`config.mk`:
```
export PLATFORM = sky130hd
export DESIGN_NAME = json_string_unescape_to_utf8_flat
export DESIGN_NICKNAME = d
export VERILOG_FILES = /design/src/rtl/jsu_pkg.sv /design/src/rtl/jsu_if.sv /design/src/rtl/jsu_decode.sv /design/src/rtl/json_string_unescape_to_utf8.sv /design/src/flat_wrapper.sv
export VERILOG_INCLUDE_DIRS = /design/src /design/src/rtl
export SDC_FILE = /design/constraint.sdc
export NUM_CORES = 1
export LEC_CHECK = 0
export BUFFER_PORTS_ARGS = -buffer_cell sky130_fd_sc_hd__buf_2
export CORE_MARGIN = 5
export CORE_UTILIZATION = 65
export CTS_CLUSTER_SIZE = 12
export DETAILED_ROUTE_END_ITERATION = 10
export GPL_TIMING_DRIVEN = 0
export PLACE_DENSITY = 0.94
export SYNTH_ARGS = -nofsm -noshare
export SYNTH_HDL_FRONTEND = slang
export SYNTH_SLANG_ARGS = --single-unit
export TNS_END_PERCENT = 30
```
`constraint.sdc`:
```
create_clock -name clk -period 7.25 [get_ports clk]
set_clock_uncertainty 0.1 [all_clocks]
set_input_delay 0.725 -clock clk [delete_from_list [all_inputs] [get_ports clk]]
set_output_delay 0.725 -clock clk [all_outputs]
set_load 0.01 [all_outputs]
```
`src/rtl/json_string_unescape_to_utf8_macros.svh`:
```
// ----------------------------------------------------------------------------
// JSON string unescaper assertion macros
// Concurrent checks on a clock with an active-low reset; empty for synthesis.
// ----------------------------------------------------------------------------
`ifndef JSON_STRING_UNESCAPE_TO_UTF8_MACROS_SVH
`define JSON_STRING_UNESCAPE_TO_UTF8_MACROS_SVH

`ifndef SYNTHESIS
`define JSU_ASSERT_IMPL(label, clk, rst_n, ante, cons) \
    label: assert property (@(posedge clk) disable iff (!rst_n) (ante) |-> (cons)) \
        else $error("jsu check failed");
`define JSU_ASSERT_NEXT(label, clk, rst_n, ante, cons) \
    label: assert property (@(posedge clk) disable iff (!rst_n) (ante) |=> (cons)) \
        else $error("jsu check failed");
`else
`define JSU_ASSERT_IMPL(label, clk, rst_n, ante, cons)
`define JSU_ASSERT_NEXT(label, clk, rst_n, ante, cons)
`endif

`endif

```
`src/rtl/jsu_pkg.sv`:
```
// ----------------------------------------------------------------------------
// jsu_pkg
// Shared types, codes and helpers of the JSON string unescaper.
// ----------------------------------------------------------------------------
`default_nettype none

package jsu_pkg;

    localparam int MaxResults = 4;

    localparam logic [1:0] STATUS_BYTE = 2'd0;
    localparam logic [1:0] STATUS_OK   = 2'd1;
    localparam logic [1:0] STATUS_ERR  = 2'd2;

    localparam logic [7:0] CH_QUOTE     = 8'h22;
    localparam logic [7:0] CH_BACKSLASH = 8'h5C;
    localparam logic [7:0] CH_SLASH     = 8'h2F;
    localparam logic [7:0] CH_B         = 8'h62;
    localparam logic [7:0] CH_F         = 8'h66;
    localparam logic [7:0] CH_N         = 8'h6E;
    localparam logic [7:0] CH_R         = 8'h72;
    localparam logic [7:0] CH_T         = 8'h74;
    localparam logic [7:0] CH_U         = 8'h75;
    localparam logic [7:0] CH_SPACE     = 8'h20;

    typedef enum logic [2:0] {
        MODE_PLAIN  = 3'd0,
        MODE_ESC    = 3'd1,
        MODE_HEX1   = 3'd2,
        MODE_LOW_BS = 3'd3,
        MODE_LOW_U  = 3'd4,
        MODE_HEX2   = 3'd5
    } mode_t;

    typedef struct packed {
        mode_t       mode;
        logic [1:0]  digit_count;
        logic [15:0] hex_accum;
        logic [9:0]  high_bits;
    } dec_state_t;

    typedef struct packed {
        logic [2:0]            count;
        logic [1:0]            status;
        logic [3:0][7:0]       bytes;
    } dec_result_t;

    // Bit 4 set flags a byte that is not a hex digit.
    function automatic logic [4:0] hex_value(input logic [7:0] c);
        logic [4:0] v;
        v = 5'h10;
        if (c inside {[8'h30:8'h39]})
            v = 5'(c - 8'h30);
        else if (c inside {[8'h61:8'h66]})
            v = 5'(c - 8'h57);
        else if (c inside {[8'h41:8'h46]})
            v = 5'(c - 8'h37);
        return v;
    endfunction

endpackage

`default_nettype wire

```
`src/rtl/jsu_if.sv`:
```
// ----------------------------------------------------------------------------
// jsu_in_if / jsu_out_if
// Valid/ready channels for raw string bytes and decoded results.
// ----------------------------------------------------------------------------
`default_nettype none

interface jsu_in_if;
    logic       valid;
    logic       ready;
    logic [7:0] byte_value;
    logic       end_of_text;

    modport source (output valid, output byte_value, output end_of_text, input ready);
    modport sink   (input valid, input byte_value, input end_of_text, output ready);
endinterface

interface jsu_out_if;
    logic       valid;
    logic       ready;
    logic [7:0] byte_out;
    logic [1:0] status;
    logic       last_of_run;

    modport source (output valid, output byte_out, output status, output last_of_run,
                    input ready);
    modport sink   (input valid, input byte_out, input status, input last_of_run,
                    output ready);
endinterface

`default_nettype wire

```
`src/rtl/jsu_decode.sv`:
```
// ----------------------------------------------------------------------------
// jsu_decode
// Per-byte decode step: next decoder state and up to four result bytes.
// ----------------------------------------------------------------------------
`default_nettype none

module jsu_decode (
    input  jsu_pkg::dec_state_t  state,
    input  logic [7:0]           byte_value,
    input  logic                 end_of_text,
    output jsu_pkg::dec_state_t  state_next,
    output jsu_pkg::dec_result_t result
);
    import jsu_pkg::*;

    function automatic dec_result_t one_byte(input logic [7:0] b);
        dec_result_t r;
        r = '0;
        r.count    = 3'd1;
        r.status   = STATUS_BYTE;
        r.bytes[0] = b;
        return r;
    endfunction

    function automatic dec_result_t utf8(input logic [20:0] cp);
        dec_result_t r;
        r = '0;
        r.status = STATUS_BYTE;
        if (cp <= 21'h7F) begin
            r.count    = 3'd1;
            r.bytes[0] = cp[7:0];
        end
        else if (cp <= 21'h7FF) begin
            r.count    = 3'd2;
            r.bytes[0] = {3'b110, cp[10:6]};
            r.bytes[1] = {2'b10, cp[5:0]};
        end
        else if (cp <= 21'hFFFF) begin
            r.count    = 3'd3;
            r.bytes[0] = {4'b1110, cp[15:12]};
            r.bytes[1] = {2'b10, cp[11:6]};
            r.bytes[2] = {2'b10, cp[5:0]};
        end
        else begin
            r.count    = 3'd4;
            r.bytes[0] = {5'b11110, cp[20:18]};
            r.bytes[1] = {2'b10, cp[17:12]};
            r.bytes[2] = {2'b10, cp[11:6]};
            r.bytes[3] = {2'b10, cp[5:0]};
        end
        return r;
    endfunction

    logic [4:0]  hv;
    logic [15:0] acc;
    logic        err;
    logic [20:0] pair_cp;

    assign hv      = hex_value(byte_value);
    assign acc     = {state.hex_accum[11:0], hv[3:0]};
    assign pair_cp = 21'h10000 + {1'b0, state.high_bits, acc[9:0]};

    always_comb
    begin
        state_next = state;
        result     = '0;
        err        = 1'b0;
        if (end_of_text)
        begin
            err = 1'b1;
        end
        else
        begin
            case (state.mode)
                MODE_ESC:
                begin
                    state_next.mode = MODE_PLAIN;
                    case (byte_value)
                        CH_QUOTE, CH_BACKSLASH, CH_SLASH: result = one_byte(byte_value);
                        CH_B: result = one_byte(8'h08);
                        CH_F: result = one_byte(8'h0C);
                        CH_N: result = one_byte(8'h0A);
                        CH_R: result = one_byte(8'h0D);
                        CH_T: result = one_byte(8'h09);
                        CH_U:
                        begin
                            state_next.mode        = MODE_HEX1;
                            state_next.digit_count = 2'd0;
                            state_next.hex_accum   = '0;
                        end
                        default: err = 1'b1;
                    endcase
                end
                MODE_HEX1, MODE_HEX2:
                begin
                    if (hv[4])
                    begin
                        err = 1'b1;
                    end
                    else if (state.digit_count != 2'd3)
                    begin
                        state_next.hex_accum   = acc;
                        state_next.digit_count = state.digit_count + 2'd1;
                    end
                    else if (state.mode == MODE_HEX1)
                    begin
                        // High surrogate waits for its partner; low one alone fails.
                        if (acc[15:10] == 6'b110110)
                        begin
                            state_next.mode        = MODE_LOW_BS;
                            state_next.digit_count = 2'd0;
                            state_next.hex_accum   = '0;
                            state_next.high_bits   = acc[9:0];
                        end
                        else if (acc[15:10] == 6'b110111)
                        begin
                            err = 1'b1;
                        end
                        else
                        begin
                            state_next = '0;
                            result     = utf8({5'd0, acc});
                        end
                    end
                    else
                    begin
                        if (acc[15:10] != 6'b110111)
                        begin
                            err = 1'b1;
                        end
                        else
                        begin
                            state_next = '0;
                            result     = utf8(pair_cp);
                        end
                    end
                end
                MODE_LOW_BS:
                begin
                    if (byte_value != CH_BACKSLASH)
                        err = 1'b1;
                    else
                        state_next.mode = MODE_LOW_U;
                end
                MODE_LOW_U:
                begin
                    if (byte_value != CH_U)
                    begin
                        err = 1'b1;
                    end
                    else
                    begin
                        state_next.mode        = MODE_HEX2;
                        state_next.digit_count = 2'd0;
                        state_next.hex_accum   = '0;
                    end
                end
                default:
                begin
                    state_next.mode = MODE_PLAIN;
                    if (byte_value == CH_QUOTE)
                    begin
                        state_next    = '0;
                        result.count  = 3'd1;
                        result.status = STATUS_OK;
                    end
                    else if (byte_value == CH_BACKSLASH)
                    begin
                        state_next.mode = MODE_ESC;
                    end
                    else if (byte_value < CH_SPACE)
                    begin
                        err = 1'b1;
                    end
                    else
                    begin
                        result = one_byte(byte_value);
                    end
                end
            endcase
        end
        if (err)
        begin
            state_next    = '0;
            result        = '0;
            result.count  = 3'd1;
            result.status = STATUS_ERR;
        end
    end

endmodule

`default_nettype wire

```
`src/rtl/json_string_unescape_to_utf8.sv`:
```
// ----------------------------------------------------------------------------
// json_string_unescape_to_utf8
// JSON string body unescaper with UTF-8 output.
// ----------------------------------------------------------------------------
// Usage:
//   in_ch carries one raw byte of a string body per word, starting after the
//   opening quote; end_of_text marks that the text ran out. out_ch carries
//   decoded UTF-8 bytes (status 0), then one word with status 1 at the
//   closing quote or status 2 on any error; last_of_run marks the final word
//   caused by one input byte. After status 1 or 2 the next byte starts a new
//   string body.
//   An accepted byte is held in the input register and decoded into the
//   result buffer once that is free; out_ch is driven from the buffer.
//   Throughput: one input word per cycle while out_ch is ready and each
//   byte gives at most one result. A completed \u escape gives 1 to 4 bytes,
//   drained one per cycle from the result buffer while out_ch is ready;
//   the next byte waits in the input register until the last is taken.
//   Reset clears the decoder to plain mode and empties both registers.
//   A stall on out_ch holds the buffered results; input backs up once the
//   input register is also full.
// ----------------------------------------------------------------------------
`default_nettype none

`include "json_string_unescape_to_utf8_macros.svh"

module json_string_unescape_to_utf8 (
    input  logic            clk,
    input  logic            rst_n,
    jsu_in_if.sink          in_ch,
    jsu_out_if.source       out_ch
);
    import jsu_pkg::*;

    logic                     s1_valid_reg;
    logic [7:0]               s1_byte_reg;
    logic                     s1_eot_reg;
    dec_state_t               state_reg;
    dec_state_t               state_next;
    dec_result_t              result;
    logic [2:0]               rem_reg;
    logic [2:0]               rem_next;
    logic [1:0]               status_reg;
    logic [MaxResults-1:0][7:0] bytes_reg;

    logic s2_free;
    logic s1_move;
    logic pop;

    jsu_decode u_decode (
        .state       (state_reg),
        .byte_value  (s1_byte_reg),
        .end_of_text (s1_eot_reg),
        .state_next  (state_next),
        .result      (result)
    );

    assign pop          = out_ch.valid && out_ch.ready;
    assign s2_free      = (rem_reg == 3'd0) || ((rem_reg == 3'd1) && out_ch.ready);
    assign s1_move      = s1_valid_reg && s2_free;
    assign in_ch.ready  = !s1_valid_reg || s1_move;

    assign out_ch.valid       = (rem_reg != 3'd0);
    assign out_ch.byte_out    = bytes_reg[0];
    assign out_ch.status      = status_reg;
    assign out_ch.last_of_run = (rem_reg == 3'd1);

    always_comb
    begin
        rem_next = rem_reg;
        if (s1_move)
            rem_next = result.count;
        else if (pop)
            rem_next = rem_reg - 3'd1;
    end

    always_ff @(posedge clk or negedge rst_n)
    begin
        if (!rst_n)
        begin
            s1_valid_reg <= 1'b0;
            rem_reg      <= '0;
            state_reg    <= '0;
        end
        else
        begin
            rem_reg <= rem_next;
            if (in_ch.ready)
                s1_valid_reg <= in_ch.valid;
            if (s1_move)
                state_reg <= state_next;
        end
    end

    always_ff @(posedge clk)
    begin
        if (in_ch.valid && in_ch.ready)
        begin
            s1_byte_reg <= in_ch.byte_value;
            s1_eot_reg  <= in_ch.end_of_text;
        end
        if (s1_move)
        begin
            bytes_reg  <= result.bytes;
            status_reg <= result.status;
        end
        else if (pop)
        begin
            // advance to the next buffered byte
            bytes_reg <= {8'h00, bytes_reg[MaxResults-1:1]};
        end
    end

    `JSU_ASSERT_IMPL(a_final_status_last, clk, rst_n,
        out_ch.valid && out_ch.status != STATUS_BYTE, out_ch.last_of_run)
    `JSU_ASSERT_NEXT(a_err_resets_mode, clk, rst_n,
        s1_move && result.status == STATUS_ERR && result.count != 3'd0,
        state_reg.mode == MODE_PLAIN && state_reg.hex_accum == 16'd0)
    `JSU_ASSERT_NEXT(a_eot_clears_state, clk, rst_n,
        s1_move && s1_eot_reg, state_reg == '0 && rem_reg == 3'd1)
    `JSU_ASSERT_NEXT(a_drain_empties, clk, rst_n,
        pop && out_ch.last_of_run && !s1_move, !out_ch.valid)

endmodule

`default_nettype wire

```
`src/flat_wrapper.sv`:
```
// flat-port wrapper written by rule: the top's interface ports become plain ports
module json_string_unescape_to_utf8_flat import jsu_pkg::*;
  (clk, rst_n, in_ch_valid, in_ch_byte_value, in_ch_end_of_text, in_ch_ready, out_ch_valid, out_ch_byte_out, out_ch_status, out_ch_last_of_run, out_ch_ready);
  jsu_in_if in_ch_i ();
  jsu_out_if out_ch_i ();
  input  logic clk;
  input  logic rst_n;
  input wire logic [$bits(in_ch_i.valid)-1:0] in_ch_valid;
  input wire logic [$bits(in_ch_i.byte_value)-1:0] in_ch_byte_value;
  input wire logic [$bits(in_ch_i.end_of_text)-1:0] in_ch_end_of_text;
  output wire logic [$bits(in_ch_i.ready)-1:0] in_ch_ready;
  output wire logic [$bits(out_ch_i.valid)-1:0] out_ch_valid;
  output wire logic [$bits(out_ch_i.byte_out)-1:0] out_ch_byte_out;
  output wire logic [$bits(out_ch_i.status)-1:0] out_ch_status;
  output wire logic [$bits(out_ch_i.last_of_run)-1:0] out_ch_last_of_run;
  input wire logic [$bits(out_ch_i.ready)-1:0] out_ch_ready;
  assign in_ch_i.valid = in_ch_valid;
  assign in_ch_i.byte_value = in_ch_byte_value;
  assign in_ch_i.end_of_text = in_ch_end_of_text;
  assign in_ch_ready = in_ch_i.ready;
  assign out_ch_valid = out_ch_i.valid;
  assign out_ch_byte_out = out_ch_i.byte_out;
  assign out_ch_status = out_ch_i.status;
  assign out_ch_last_of_run = out_ch_i.last_of_run;
  assign out_ch_i.ready = out_ch_ready;
  json_string_unescape_to_utf8 u_core (.clk(clk), .rst_n(rst_n), .in_ch(in_ch_i), .out_ch(out_ch_i));
endmodule
```
==> results.yml <==
sta:
  hold_viol: 0
  finalSetupViolations: 0
  drv_slew: 0
  setup_tns_ns: 0
  tightest_slew_ns: 0.921
  fmax_mhz: 253
  fin_crit_ns: 3.96
  rsz0062_at_grt: "no"
  slew_headroom_pct: 38.0
  fin_crit_sh_pct: 54.6
  whs_ns: 0.310
routing:
  vias_per_cell: 6.89
  drc_errors: 0
  vias: 4836
  wl_per_cell_um: 20.4
  dr.pass1.iters: 6
  drt_first_iter_violations: 733
  ant_nets: 0
  wl_um: 14300
floorplan:
  core_area_um2: 7330
  pin_count: 26
  start_util_pct: 67.3
  fp-row-count: 31
  die_x_um: 97.2
  die_y_um: 97.2
  dieArea_um2: 9440
synthesis:
  synthTopCellsByArea: "edfxtp_1, dfrtp_1, nand2_1"
  synth_area_um2: 4940
  ys_warn_count: 0
  syn_inst: 562
  async_flop_share_pct: 43.7
  syn_nets: 585
  ys_seq_area_share_pct: 40.0
  yosys.area_share.adder_pct: 2.53
  ys_ff_latch: 71
  synth_compound_area_share_pct: 24.8
  synth_cell_types: 77
  synth_top_family_by_area: "simple AND/OR/NAND/NOR gates"
  yosysTopAreaCell: "edfxtp_1"
  synth_xor_area_share_pct: 0.177
  synth_edf_count: 40
  synth_mux_area_share_pct: 1.42
  synth_top_area_share_pct: 24.3
  yosys.area_share.simple_pct: 26.0
  avgSynthCellArea_um2: 8.79
  ys_dominant_reg_cell: "edfxtp_1"
power:
  p_leak_nw: 2.10
  internal_power_mw: 0.883
  p_switching_mw: 0.558
  power-per-cell-area_nw_per_um2: 268
  vdd_drop_max_uv: 169
  pwr-share-seq_pct: 42.1
  power_frac_comb_pct: 36.5
  p_sw_share_pct: 38.7
  clockPowerShare_pct: 21.3
finish:
  syn_to_final_growth_pct: 8.84
  n_fill_cell: 557
  final_nets: 621
  diodes: 0
  largest_reg_flops: 27
  drive_gt1_share_pct: 14.9
clocking:
  cts_resized: 0
  cts_buffers: 9
  post_cts_buffers: 0
  cts_sinks: 71
  clk_path_buf_depth: 2
  cts_hold_buf: 0
  tritoncts: "done"
  clockRootBuffer: "clkbuf_8"
  clk_pin_slew_worst_paths_ns: 0.09
  clk_latency_ns: 0.36
  htreeDepth: 3
global_route:
  grt_max_degree: 36
  grt_pass1_wl_um: 22900
  grt.total_usage_pct: 30.0
  antenna_found_initial: 0
  grt_overflow: 0
  grt_pass1_vias: 4528
worst_setup_path:
  cp-start-kind: "flip-flop"
  max_stage_delay_ns: 0.52
  path_class: "reg2reg"
  crit_required_ns: 7.26
  worst_path_most_repeated_cell: "a21oi_1"
  critPathMaxFanout: 10
  arrival_ns: 3.96
  slowest_stage: "edfxtp_1"
  endpoint_kind: "flip-flop"
  crit_chain: "inv_1, ha_1, or3b_2, a21oi_1, o311a_1, clkbuf_1, a21oi_1, nor2_2, nand2_2, a22oi_1, o21ai_0"
run:
  max-cap-violations: 0
min_path:
  holdCritPathClass: "in2async"
place:
  dp_hpwl_um: 10400
  portBuffers: 25
  gp_congestion: 1.02
outcome:
  status: "complete, no violations"
-- cells in the mapped netlist, drive strengths merged, types with 5 or more instances --
cell type  count
nand2         75
nor2          60
o21ai         48
edfxtp        40
a21oi         36
dfrtp         31
clkbuf        22
nand3         19
a22o          18
buf           17
a22oi         14
inv           13
nor3          13
nor2b         11
ha            10
and2           9
nand2b         9
and3           8
o41ai          8
nor4           7
a21o           6
nand3b         6
mux2           5
nand4          5
o21a           5
-- through the flow --
step	utilization (%)	area (µm²)	total power, mW	std cells	setup WS [ns]
after floorplan	-	4940	0.956	562	4.08
after global placement	70.7	5190	1.10	686	3.43
after detailed placement	70.7	5190	1.12	686	3.40
after CTS	73.3	5370	1.43	702	3.39
after global routing	73.3	5370	1.51	702	3.08
final	73.3	5370	1.44	702	3.29
-- cells in the final DEF (no fill, tap or decap), types with 3 or more instances in the layout --
cell       count
nand2_1       72
nor2_1        59
o21ai_0       47
edfxtp_1      40
a21oi_1       36
dfrtp_1       31
buf_2         26
clkbuf_1      22
nand3_1       19
a22o_1        18
a22oi_1       14
inv_1         12
nor2b_1       11
nor3_1        11
buf_4         10
ha_1          10
clkbuf_8       9
nand2b_1       8
and3_1         8
and2_1         8
a21o_1         6
nor4_1         6
nand3b_1       6
o21a_1         5
nand4_1        5
o41ai_2        5
nor3b_1        4
or3b_2         4
buf_1          4
o22ai_1        4
mux2_2         4
o21bai_1       3
a2111oi_0      3
o41ai_1        3
o31ai_1        3
a31oi_1        3
a211oi_1       3
-- power by group through the flow --
stage / combinational, mW / clock [mW] / sequential, mW
final: 0.527 / 0.308 / 0.607
after CTS: 0.514 / 0.309 / 0.604
after detailed placement: 0.510 / 0 / 0.612
after global placement: 0.495 / 0 / 0.607
after global routing: 0.569 / 0.330 / 0.613
after floorplan: 0.360 / 0 / 0.596
-- worst paths after layout --
path	from	to	slack [ns]	depth (start not counted)
max	u_core.s1_byte_reg[0]	u_core.bytes_reg[16]	3.29	11
min in group clk	u_core.state_reg[27]	u_core.state_reg[27]	0.40	2
max reg2reg	u_core.s1_byte_reg[0]	u_core.bytes_reg[16]	3.29	11
min	rst_n	u_core.state_reg[15]	0.31	1
max in group asynchronous	rst_n	u_core.s1_valid_reg	6.25	1
min reg2reg	u_core.state_reg[27]	u_core.state_reg[27]	0.40	2
-- cell type report --
cell class	instances	area, µm²	share of cell area, %
Multi-Input combinational cell	439	2710	50.5
Clock inverter	7	63.8	1.19
Timing Repair Buffer	25	125	2.33
Tap cell	99	124	2.31
Sequential cell	71	1980	36.8
Inverter	13	48.8	0.908
Buffer	39	200	3.73
Clock buffer	9	124	2.31
-- layer usage --
layer / track usage [%] / vias up / part of all wire, %
met3: 5.74 / 64 / 12
met4: 13.0 / 0 / 4.3
met2: 45.6 / 345 / 45
li1: - / 2160 / -
met5: 0 / - / 0
met1: 41.9 / 2267 / 39
-- kinds of logic (layout without fill, tap and decap cells) --
logic type / count (synthesis) / after routing
simple gates: 246 / 246
compound gates: 176 / 176
flops: 71 / 71
buf+inv: 52 / 93
fa+ha+maj: 10 / 10
mux: 6 / 6
xor+xnor: 1 / 1
-- worst max-delay path, delay by kind of cell (launching register included) --
kind | cells | cell delay, ns
AOI/OAI and AO/OA | 5 | 1.01
adders and majority gates | 1 | 0.29
buffers and inverters | 2 | 0.66
DFF | 1 | 0.52
and+or+nand+nor | 3 | 1.12
(Power assumes the default switching activity.)
